$ cat src/design/secded_72_64_codec_unit_assert.svh
// Assertion macros for the SEC-DED codec. They use the block clock and reset.
`ifndef SECDED_72_64_CODEC_UNIT_ASSERT_SVH
`define SECDED_72_64_CODEC_UNIT_ASSERT_SVH

// The consequent holds in the same cycle as the antecedent.
`define SDC_ASSERT_SAME(lbl, ante, cons) \
  lbl: assert property (@(posedge clk_i) disable iff (!rst_ni) (ante) |-> (cons)) \
    else $error("sdc assertion failed");

// The consequent holds in the cycle after the antecedent.
`define SDC_ASSERT_NEXT(lbl, ante, cons) \
  lbl: assert property (@(posedge clk_i) disable iff (!rst_ni) (ante) |=> (cons)) \
    else $error("sdc assertion failed");

`endif

$ cat src/design/sdc_pkg.sv
package sdc_pkg;

  localparam int unsigned DATA_BITS  = 64;
  localparam int unsigned CHECK_BITS = 8;
  localparam int unsigned IDX_BITS   = $clog2(DATA_BITS);

  typedef logic [DATA_BITS-1:0]  data_t;
  typedef logic [CHECK_BITS-1:0] check_t;

  // Command codes.
  localparam logic CMD_ENCODE = 1'b0;
  localparam logic CMD_DECODE = 1'b1;

  // Result status codes.
  typedef logic [1:0] status_t;
  localparam status_t STATUS_OK        = 2'd0;
  localparam status_t STATUS_CORRECTED = 2'd1;
  localparam status_t STATUS_UNCORR    = 2'd2;

  // Rows of the parity matrix; the top byte of each row covers data bits 63..56.
  localparam data_t P_ROWS [CHECK_BITS] = '{
    64'hFF0F0F0C68888880,
    64'hF0FF00F364444440,
    64'h30F0FF0F02222226,
    64'hCF00F0FF01111116,
    64'h68888880FF0F00F3,
    64'h64444440F0FF0F0C,
    64'h02222226CF00FF0F,
    64'h0111111630F0F0FF
  };

  // Request and response payloads.
  typedef struct packed {
    logic   cmd;
    data_t  data_in;
    check_t check_in;
  } req_t;

  typedef struct packed {
    data_t   data_out;
    check_t  check_out;
    check_t  syndrome_out;
    status_t status;
  } rsp_t;

  // Syndrome that a single error in data bit b produces.
  function automatic check_t data_column(input logic [IDX_BITS-1:0] b);
    check_t c;
    for (int i = 0; i < CHECK_BITS; i++) begin
      c[i] = P_ROWS[i][b];
    end
    return c;
  endfunction

endpackage

$ cat src/design/sdc_in_if.sv
// Request channel into the codec.
interface sdc_in_if;
  import sdc_pkg::*;

  logic valid;
  logic ready;
  req_t payload;

  modport source (output valid, output payload, input ready);
  modport sink (input valid, input payload, output ready);
endinterface

$ cat src/design/sdc_out_if.sv
// Response channel out of the codec.
interface sdc_out_if;
  import sdc_pkg::*;

  logic valid;
  logic ready;
  rsp_t payload;

  modport source (output valid, output payload, input ready);
  modport sink (input valid, input payload, output ready);
endinterface

$ cat src/design/secded_72_64_codec_unit.sv
// Path: an accepted request is registered in stage 1, in stage 2, then in rsp_q.
// Throughput: one request per cycle when out_o.ready is high; the three stages
// advance independently, so a bubble fills while the response register stalls.
// Stages: check-byte parity, syndrome column match, priority select and fix.
// Reset: rst_ni clears all stage valid bits asynchronously; data needs none.
`include "secded_72_64_codec_unit_assert.svh"

module secded_72_64_codec_unit (
  input logic       clk_i,
  input logic       rst_ni,
  sdc_in_if.sink    in_i,
  sdc_out_if.source out_o
);
  import sdc_pkg::*;

  // Stage enables: a stage loads when it is empty or its contents move on.
  logic en1, en2, en3;
  logic v1_q, v2_q, v3_q;

  assign en3 = !v3_q || out_o.ready;
  assign en2 = !v2_q || en3;
  assign en1 = !v1_q || en2;
  assign in_i.ready = en1;

  // Stage 1: recompute the check byte from the incoming data.
  check_t calc_d;
  logic   cmd1_q;
  data_t  data1_q;
  check_t rx1_q, calc1_q;

  sdc_check_gen u_check_gen (
    .data_i  (in_i.payload.data_in),
    .check_o (calc_d)
  );

  always_ff @(posedge clk_i or negedge rst_ni) begin
    if (!rst_ni) begin
      v1_q <= 1'b0;
    end else if (en1) begin
      v1_q <= in_i.valid;
    end
  end

  always_ff @(posedge clk_i) begin
    if (en1 && in_i.valid) begin
      cmd1_q  <= in_i.payload.cmd;
      data1_q <= in_i.payload.data_in;
      rx1_q   <= in_i.payload.check_in;
      calc1_q <= calc_d;
    end
  end

  // Stage 2: form the syndrome and compare it against every column.
  check_t syn_d;
  check_t chkm_d;
  data_t  datam_d;
  check_t syn2_q, chkm2_q, chk2_q;
  data_t  datam2_q, data2_q;

  assign syn_d = (cmd1_q == CMD_DECODE) ? (calc1_q ^ rx1_q) : '0;

  always_comb begin
    for (int k = 0; k < CHECK_BITS; k++) begin
      chkm_d[k] = (syn_d == (check_t'(1) << k));
    end
  end

  for (genvar b = 0; b < DATA_BITS; b++) begin : g_col
    assign datam_d[b] = (syn_d != '0) && (syn_d == data_column(IDX_BITS'(b)));
  end

  always_ff @(posedge clk_i or negedge rst_ni) begin
    if (!rst_ni) begin
      v2_q <= 1'b0;
    end else if (en2) begin
      v2_q <= v1_q;
    end
  end

  always_ff @(posedge clk_i) begin
    if (en2 && v1_q) begin
      syn2_q   <= syn_d;
      chkm2_q  <= chkm_d;
      datam2_q <= datam_d;
      data2_q  <= data1_q;
      chk2_q   <= (cmd1_q == CMD_DECODE) ? rx1_q : calc1_q;
    end
  end

  // Stage 3: check-bit matches win, then the lowest matching data bit.
  logic    found_chk, found;
  data_t   flip;
  status_t status_d;
  rsp_t    rsp_q;

  assign found_chk = |chkm2_q;
  assign flip      = found_chk ? '0 : (datam2_q & (~datam2_q + data_t'(1)));
  assign found     = found_chk || (|datam2_q);

  always_comb begin
    if (syn2_q == '0) begin
      status_d = STATUS_OK;
    end else if (found) begin
      status_d = STATUS_CORRECTED;
    end else begin
      status_d = STATUS_UNCORR;
    end
  end

  always_ff @(posedge clk_i or negedge rst_ni) begin
    if (!rst_ni) begin
      v3_q <= 1'b0;
    end else if (en3) begin
      v3_q <= v2_q;
    end
  end

  always_ff @(posedge clk_i) begin
    if (en3 && v2_q) begin
      rsp_q.data_out     <= data2_q ^ flip;
      rsp_q.check_out    <= chk2_q ^ chkm2_q;
      rsp_q.syndrome_out <= syn2_q;
      rsp_q.status       <= status_d;
    end
  end

  assign out_o.valid   = v3_q;
  assign out_o.payload = rsp_q;

  // An uncorrectable syndrome passes the stored word through untouched.
  `SDC_ASSERT_NEXT(a_uncorr_passthru, v2_q && en3 && syn2_q != '0 && !found, rsp_q.data_out == $past(data2_q) && rsp_q.status == STATUS_UNCORR)
  // A stalled first stage keeps its request.
  `SDC_ASSERT_NEXT(a_s1_hold, v1_q && !en2, v1_q && $stable(data1_q))
  // At most one data bit is ever flipped, and never alongside a check-bit fix.
  `SDC_ASSERT_SAME(a_single_flip, v2_q, $onehot0(flip) && !(found_chk && (|flip)))

endmodule

$ cat src/design/sdc_check_gen.sv
module sdc_check_gen (
  input  sdc_pkg::data_t  data_i,
  output sdc_pkg::check_t check_o
);
  import sdc_pkg::*;

  // Each check bit is the even parity of the data under one matrix row.
  always_comb begin
    for (int i = 0; i < CHECK_BITS; i++) begin
      check_o[i] = ^(data_i & P_ROWS[i]);
    end
  end

endmodule

$ cat src/flat_wrapper.sv
// flat-port wrapper written by rule: the top's interface ports become plain ports
module secded_72_64_codec_unit_flat import sdc_pkg::*;
  (clk_i, rst_ni, in_i_valid, in_i_payload, in_i_ready, out_o_valid, out_o_payload, out_o_ready);
  sdc_in_if in_i_i ();
  sdc_out_if out_o_i ();
  input logic clk_i;
  input logic rst_ni;
  input wire logic [$bits(in_i_i.valid)-1:0] in_i_valid;
  input wire logic [$bits(in_i_i.payload)-1:0] in_i_payload;
  output wire logic [$bits(in_i_i.ready)-1:0] in_i_ready;
  output wire logic [$bits(out_o_i.valid)-1:0] out_o_valid;
  output wire logic [$bits(out_o_i.payload)-1:0] out_o_payload;
  input wire logic [$bits(out_o_i.ready)-1:0] out_o_ready;
  assign in_i_i.valid = in_i_valid;
  assign in_i_i.payload = in_i_payload;
  assign in_i_ready = in_i_i.ready;
  assign out_o_valid = out_o_i.valid;
  assign out_o_payload = out_o_i.payload;
  assign out_o_i.ready = out_o_ready;
  secded_72_64_codec_unit u_core (.clk_i(clk_i), .rst_ni(rst_ni), .in_i(in_i_i), .out_o(out_o_i));
endmodule
$ cat config.mk
export PLATFORM = sky130hd
export DESIGN_NAME = secded_72_64_codec_unit_flat
export DESIGN_NICKNAME = d
export VERILOG_FILES = /design/src/design/sdc_pkg.sv /design/src/design/sdc_in_if.sv /design/src/design/sdc_out_if.sv /design/src/design/secded_72_64_codec_unit.sv /design/src/design/sdc_check_gen.sv /design/src/flat_wrapper.sv
export VERILOG_INCLUDE_DIRS = /design/src /design/src/design
export SDC_FILE = /design/constraint.sdc
export NUM_CORES = 1
export LEC_CHECK = 0
export BUFFER_PORTS_ARGS = -buffer_cell sky130_fd_sc_hd__buf_2
export CELL_PAD_IN_SITES_DETAIL_PLACEMENT = 0
export CELL_PAD_IN_SITES_GLOBAL_PLACEMENT = 1
export CORE_UTILIZATION = 47
export CTS_CLUSTER_SIZE = 8
export DETAILED_ROUTE_END_ITERATION = 10
export GPL_TIMING_DRIVEN = 0
export MAX_ROUTING_LAYER = met4
export PLACE_DENSITY_LB_ADDON = 0.25
export SYNTH_ARGS = -nofsm -noshare
export SYNTH_HDL_FRONTEND = slang
export SYNTH_SLANG_ARGS = --single-unit
$ cat constraint.sdc
create_clock -name clk_i -period 6.6 [get_ports clk_i]
set_clock_uncertainty 0.15 [all_clocks]
set_input_delay 0.99 -clock clk_i [delete_from_list [all_inputs] [get_ports clk_i]]
set_output_delay 0.99 -clock clk_i [all_outputs]
set_load 0.01 [all_outputs]
* Word level (Yosys, flattened, before mapping)
Cells that the tools add are included.
** Storage, ports and cells
- Output and inout bits :: 84
- Register bits after elaboration :: 318
- Word-level logic and storage cells :: 184
- Input port bits :: 77
** Operators by class
- Bitwise gates (word level) :: 5
- $add $sub $neg :: 1
- Equality and inequality tests :: 72
- Reductions and logical operators :: 86
- Multiplexer cells :: 4
** Operators with widths (number)
- $reduce_xor A64 Y1 :: 8
- $eq A8 B8 Y1 const B :: 27
- $eq A8 B7 Y1 const B :: 17
- $eq A8 B6 Y1 const B :: 13
- $logic_and A1 B1 Y1 :: 67
- $add A64 B1 Y64 const B :: 1
- $and A64 B64 Y64 :: 1
- $mux W64 :: 1
- $not A64 Y64 :: 1
- $reduce_or A64 Y1 :: 1
- $xor A64 B64 Y64 :: 1
- $eq A8 B5 Y1 const B :: 7
- $eq A8 B4 Y1 const B :: 4
- $eq A8 B3 Y1 const B :: 2
- $mux W8 :: 2
- $xor A8 B8 Y8 :: 2
- $eq A8 B1 Y1 const B :: 1
- $eq A8 B2 Y1 const B :: 1
- $logic_not A8 Y1 :: 1
- $reduce_bool A8 Y1 :: 1
- $reduce_or A8 Y1 :: 1
- $logic_or A1 B1 Y1 :: 4
- $logic_not A1 Y1 :: 3
- $mux W2 :: 1

* Longest topological paths before layout
- Depth after elaboration :: 5
- Depth in mapped cells :: 7
- Depth with buffers taken out :: 5

* Modules after synthesis
Synthesis repeated with hierarchy kept, for this count alone.
** Unflattened totals
- Cells, all modules :: 828
- Area total of the unflattened synthesis :: 13233.9 sq um
** By module, submodules not included
- secded_72_64_codec_unit :: cells an instance 710, seq. area each 9534.1 sq um, instances 1, area an instance 11987.7 sq um
- sdc_check_gen :: cells an instance 118, seq. area each 0.0 sq um, instances 1, area an instance 1246.2 sq um

* Worst setup path after synthesis
OpenSTA, ideal clock, no wires.
- Kind :: input port to flip-flop
- Start point :: input port out_o_ready
- End point :: register u_core.chk2_q[0] (enable)
- Stages on the path :: 3
- Library setup time :: 0.530 ns
- Arrival time :: 4.576 ns
- Data required time :: 5.920 ns
- Slack :: 1.345 ns
- Path buffers :: 0
- Path through :: nor2b_1 > nand2_1 > and2_1
** On the way
- Cells in the longest elaborated chain, start to end :: 3
** RTL lines
- start, declared :: line flat_wrapper.sv:13 : input wire logic [$bits(out_o_i.ready)-1:0] out_o_ready;
- $logic_or A1 B1 Y1 :: line secded_72_64_codec_unit.sv:20 : assign en3 = !v3_q || out_o.ready;
- $logic_or A1 B1 Y1 :: line secded_72_64_codec_unit.sv:21 : assign en2 = !v2_q || en3;
- $logic_and A1 B1 Y1 :: line secded_72_64_codec_unit.sv:81 : if (en2 && v1_q) begin
- end signal, assigned :: line secded_72_64_codec_unit.sv:86 : chk2_q <= (cmd1_q == CMD_DECODE) ? rx1_q : calc1_q;
- end, declared :: line secded_72_64_codec_unit.sv:57 : check_t syn2_q, chkm2_q, chk2_q;
Every way passes these cells.
A chain may end at the register's enable or synchronous reset.

* Final worst setup path
- Start point :: register u_core.datam2_q[28]
- End point :: register u_core.rsp_q (netlist bit u_core.out_o.payload[66]), data pin
** On the way
- Cells in the longest elaborated chain, start to end :: 5
** RTL lines
- start, declared :: line secded_72_64_codec_unit.sv:58 : data_t datam2_q, data2_q;
- start signal, assigned :: line secded_72_64_codec_unit.sv:84 : datam2_q <= datam_d;
- $not A64 Y64 :: line secded_72_64_codec_unit.sv:97 : assign flip = found_chk ? '0 : (datam2_q & (~datam2_q + data_t'(1)));
- $add A64 B1 Y64 :: line secded_72_64_codec_unit.sv:97
- $and A64 B64 Y64 :: line secded_72_64_codec_unit.sv:97
- $mux W64 :: line secded_72_64_codec_unit.sv:97
- $xor A64 B64 Y64 :: line secded_72_64_codec_unit.sv:120 : rsp_q.data_out <= data2_q ^ flip;
- end, declared :: line secded_72_64_codec_unit.sv:94 : rsp_t rsp_q;
Every way passes these cells.

==> flow_summary.toml <==
[sta]
worst_pin_slew_ns = 0.892
unrepaired_setup_endpoints_after_global_routing = "no"
final_period_minus_worst_setup_slack_ns = 3.40
hold_viol = 0
worst_slew_margin_relative_to_its_limit_pct = 40.1
maxSlewViolCount = 0
fmaxAchievable_mhz = 294
min_period_over_period_pct = 51.6
finalSetupViolCount = 0
fin_hold_ws_ns = 0.106

[setup_path]
critical_path_class = "reg2reg"
arrival_ns = 3.52
reg2reg_depth = 6
cp_max_fo = 10
rr_startpoint = "u_core.datam2_q[28]"
timing.reg2reg.setup_slack_ns = 3.20
data_required_critical_path_ns = 6.71
worstSetupStartpointType = "flop"
regToRegEndpoint = "u_core.out_o.payload[66]"
timing.critical_path.to_type = "flop"

[global_routing]
gr-usage-all-layers_pct = 21.0
grt_pass1_wl_um = 42200
grt_max_degree = 57
globalRouteOverflowTotal = 0
grt_antenna_before_repair = 0
grt_pass1_vias = 7113

[synthesis]
yosysWarnings = 0
synth_nets = 903
sequential_cell_area_fraction_in_the_yosys_report_pct = 73.4
synth_top_area_cell = "sky130_fd_sc_hd__edfxtp_1"
synth.lib_cells_used.distinct = 33
synthTopCellsByArea = "sky130_fd_sc_hd__edfxtp_1, sky130_fd_sc_hd__xnor2_1, sky130_fd_sc_hd__nor2_1"
post_synth_inst_count = 826
synth_seq_cells = 318
share_of_the_synthesized_area_in_the_top_cell_type_pct = 72.9
synth_area_sq_mm = 0.0130
synthesis.area_per_instance_sq_um = 15.7

[clock_network]
cts_hold_buf = 0
post_cts_resize_count = 0
post-cts-setup-buffer-count = 0
tritoncts.num_buffers = 45
cts.sinks = 318
clock_latency_ns = 0.53
cts_tree = "yes"
clock_path_buffers = 3
cts.root.buffer_cell = "sky130_fd_sc_hd__clkbuf_16"
cts_max_level = 2
clk_transition_reported_paths_ns = 0.05

[layout]
antenna-diode-count = 0
final_nets = 1114
final_util_pct = 57.3
multi_input_area_sq_mm = 0.00339
final-seq-area_sq_mm = 0.00953
fillerInstances = 2201
syn2layout_area_growth_pct = 19.2
drive_gt1_share_pct = 22.2

[run]
timing.max_cap.violations = 0

[route]
detailroute.via_count = 7121
dr.first_iter.drc_count = 573
ant_nets = 0
drt_drc_violations_left = 0
wire_per_inst_um = 20.4
drtPass1Iterations = 5
aggregate_routed_wire_length_um = 28200
drt-vias-per-instance = 5.16

[floorplanning]
die_height_um = 168
fp.dieArea_sq_mm = 0.0283
core_area_sq_mm = 0.0270
num_rows = 60
start_util_pct = 48.0
die_w_um = 168
boundary_pin_count = 161

[run_status]
status = "finished clean"

[power_and_ir_drop]
powerDensity_mw_per_mm2 = 350
ir_drop_v = 0.000169
leakage_nw = 5.36

[min_path]
holdCritPathClass = "in2async"

[place]
buffer_ports.inserted = 160
routabilityCongestion = 0.846
place.detailed.hpwl_um = 20400
per-layer routing:
layer	vias to the layer above	global-route usage, %	wire (um)	part of all wire (%)
met4	0	5.14	467	1.7
met5	-	-	0	0
met3	37	3.48	1520	5.4
met1	3456	29.4	12900	46
met2	223	32.2	13300	47
li1	3405	-	-	-
cell usage after synthesis:
cell and instances:
sky130_fd_sc_hd__nand3b_1 10, sky130_fd_sc_hd__nor3_1 10, sky130_fd_sc_hd__nand2b_1 7, sky130_fd_sc_hd__nor4b_1 2, sky130_fd_sc_hd__buf_6 1, sky130_fd_sc_hd__clkbuf_1 3, sky130_fd_sc_hd__inv_1 7, sky130_fd_sc_hd__nor4_1 14
sky130_fd_sc_hd__xnor2_1 178, sky130_fd_sc_hd__nor2b_1 5, sky130_fd_sc_hd__mux2_2 8, sky130_fd_sc_hd__edfxtp_1 315, sky130_fd_sc_hd__o21ai_0 4, sky130_fd_sc_hd__or4_1 7, sky130_fd_sc_hd__buf_1 2, sky130_fd_sc_hd__dfrtp_1 3
sky130_fd_sc_hd__nor2_1 97, sky130_fd_sc_hd__nand4_1 18, sky130_fd_sc_hd__nand3_1 21, sky130_fd_sc_hd__xor2_1 24, sky130_fd_sc_hd__or3_1 2, sky130_fd_sc_hd__nor4_2 1, sky130_fd_sc_hd__nand4b_1 8, sky130_fd_sc_hd__nand2_1 50
sky130_fd_sc_hd__and3_1 4, sky130_fd_sc_hd__or4_4 2, sky130_fd_sc_hd__buf_2 2, sky130_fd_sc_hd__xnor3_1 5, sky130_fd_sc_hd__nor4_4 1, sky130_fd_sc_hd__nor3b_1 3, sky130_fd_sc_hd__and2_1 9, sky130_fd_sc_hd__or2_2 2
sky130_fd_sc_hd__o31a_1 1
cells in the final DEF (no fill, tap or decap), types with 5 or more instances in the layout:
cell                        synthesis  final
sky130_fd_sc_hd__and2_1             9      6
sky130_fd_sc_hd__buf_2              2    162
sky130_fd_sc_hd__clkbuf_1           3      5
sky130_fd_sc_hd__clkbuf_16          0     45
sky130_fd_sc_hd__edfxtp_1         315    315
sky130_fd_sc_hd__inv_1              7      7
sky130_fd_sc_hd__mux2_2             8      8
sky130_fd_sc_hd__nand2_1           50     50
sky130_fd_sc_hd__nand2b_1           7      7
sky130_fd_sc_hd__nand3_1           21     21
sky130_fd_sc_hd__nand3b_1          10     10
sky130_fd_sc_hd__nand4_1           18     18
sky130_fd_sc_hd__nand4b_1           8      8
sky130_fd_sc_hd__nor2_1            97     97
sky130_fd_sc_hd__nor2b_1            5      5
sky130_fd_sc_hd__nor3_1            10     10
sky130_fd_sc_hd__nor4_1            14     14
sky130_fd_sc_hd__or4_1              7      7
sky130_fd_sc_hd__xnor2_1          178    178
sky130_fd_sc_hd__xnor3_1            5      5
sky130_fd_sc_hd__xor2_1            24     24
per-stage QoR:
stage / setup TNS [ns] / setup WS, ns / instance area, sq um / total power, mW / instances
after floorplan: 0 / 1.34 / 13000 / 3.18 / 826
after global placement: -52.76 / -0.363 / 14200 / 3.50 / 1327
after detailed placement: 0 / 3.23 / 14300 / 3.50 / 1331
after CTS: 0 / 3.20 / 15500 / 5.47 / 1380
after global routing: 0 / 2.78 / 15500 / 5.62 / 1380
final: 0 / 3.20 / 15500 / 5.42 / 1380
registers in the layout, summed over array words and instances (netlist names):
signal,cells
u_core.calc1_q,8
u_core.chk2_q,8
u_core.chkm2_q,8
u_core.cmd1_q,1
u_core.data1_q,64
u_core.data2_q,64
u_core.datam2_q,64
u_core.out_o.payload,82
u_core.out_o.valid,1
u_core.rx1_q,8
u_core.syn2_q,8
u_core.v1_q,1
u_core.v2_q,1
report_power, final:
part	internal, mW	switching, mW	total (mW)
clock	1.19	0.760	1.95
sequential	2.52	0.101	2.63
combinational	0.332	0.511	0.843
worst max-delay path, stage by stage (launching register included):
cell and delay, ns:
sky130_fd_sc_hd__edfxtp_1 0.40, sky130_fd_sc_hd__nor4_1 0.62, sky130_fd_sc_hd__nand4_1 0.26, sky130_fd_sc_hd__nor3_1 0.75, sky130_fd_sc_hd__clkbuf_1 0.46, sky130_fd_sc_hd__nand3_1 0.29
sky130_fd_sc_hd__xnor2_1 0.20
cell type report:
cell class	instances	area share (%)
Multi-Input combinational cell	493	21.9
Sequential cell	318	61.6
Timing Repair Buffer	164	5.88
Inverter	7	0.170
Tap cell	341	2.76
Clock inverter	2	0.113
Buffer	8	0.259
Clock buffer	47	7.32
worst max path at each step:
stage | from | endpoint | slack [ns] | cells after the start
after floorplan | out_o_ready | u_core.chk2_q[0] | 1.34 | 3
after global placement | out_o_ready | u_core.data2_q[63] | -0.36 | 4
after detailed placement | u_core.datam2_q[28] | u_core.out_o.payload[66] | 3.23 | 6
after CTS | u_core.datam2_q[28] | u_core.out_o.payload[66] | 3.20 | 6
after global routing | u_core.datam2_q[28] | u_core.out_o.payload[66] | 2.78 | 6
final | u_core.datam2_q[28] | u_core.out_o.payload[66] | 3.20 | 6
logic make-up after synthesis:
group | after synthesis | share of synthesized area (%)
AO/OA/AOI/OAI | 5 | 0.222
XOR/XNOR | 207 | 14.5
buffers and inverters | 15 | 0.511
flip-flops | 318 | 73.4
multiplexers | 8 | 0.694
AND/OR/NAND/NOR | 273 | 10.6
Power figures use the tool's default switching activity.
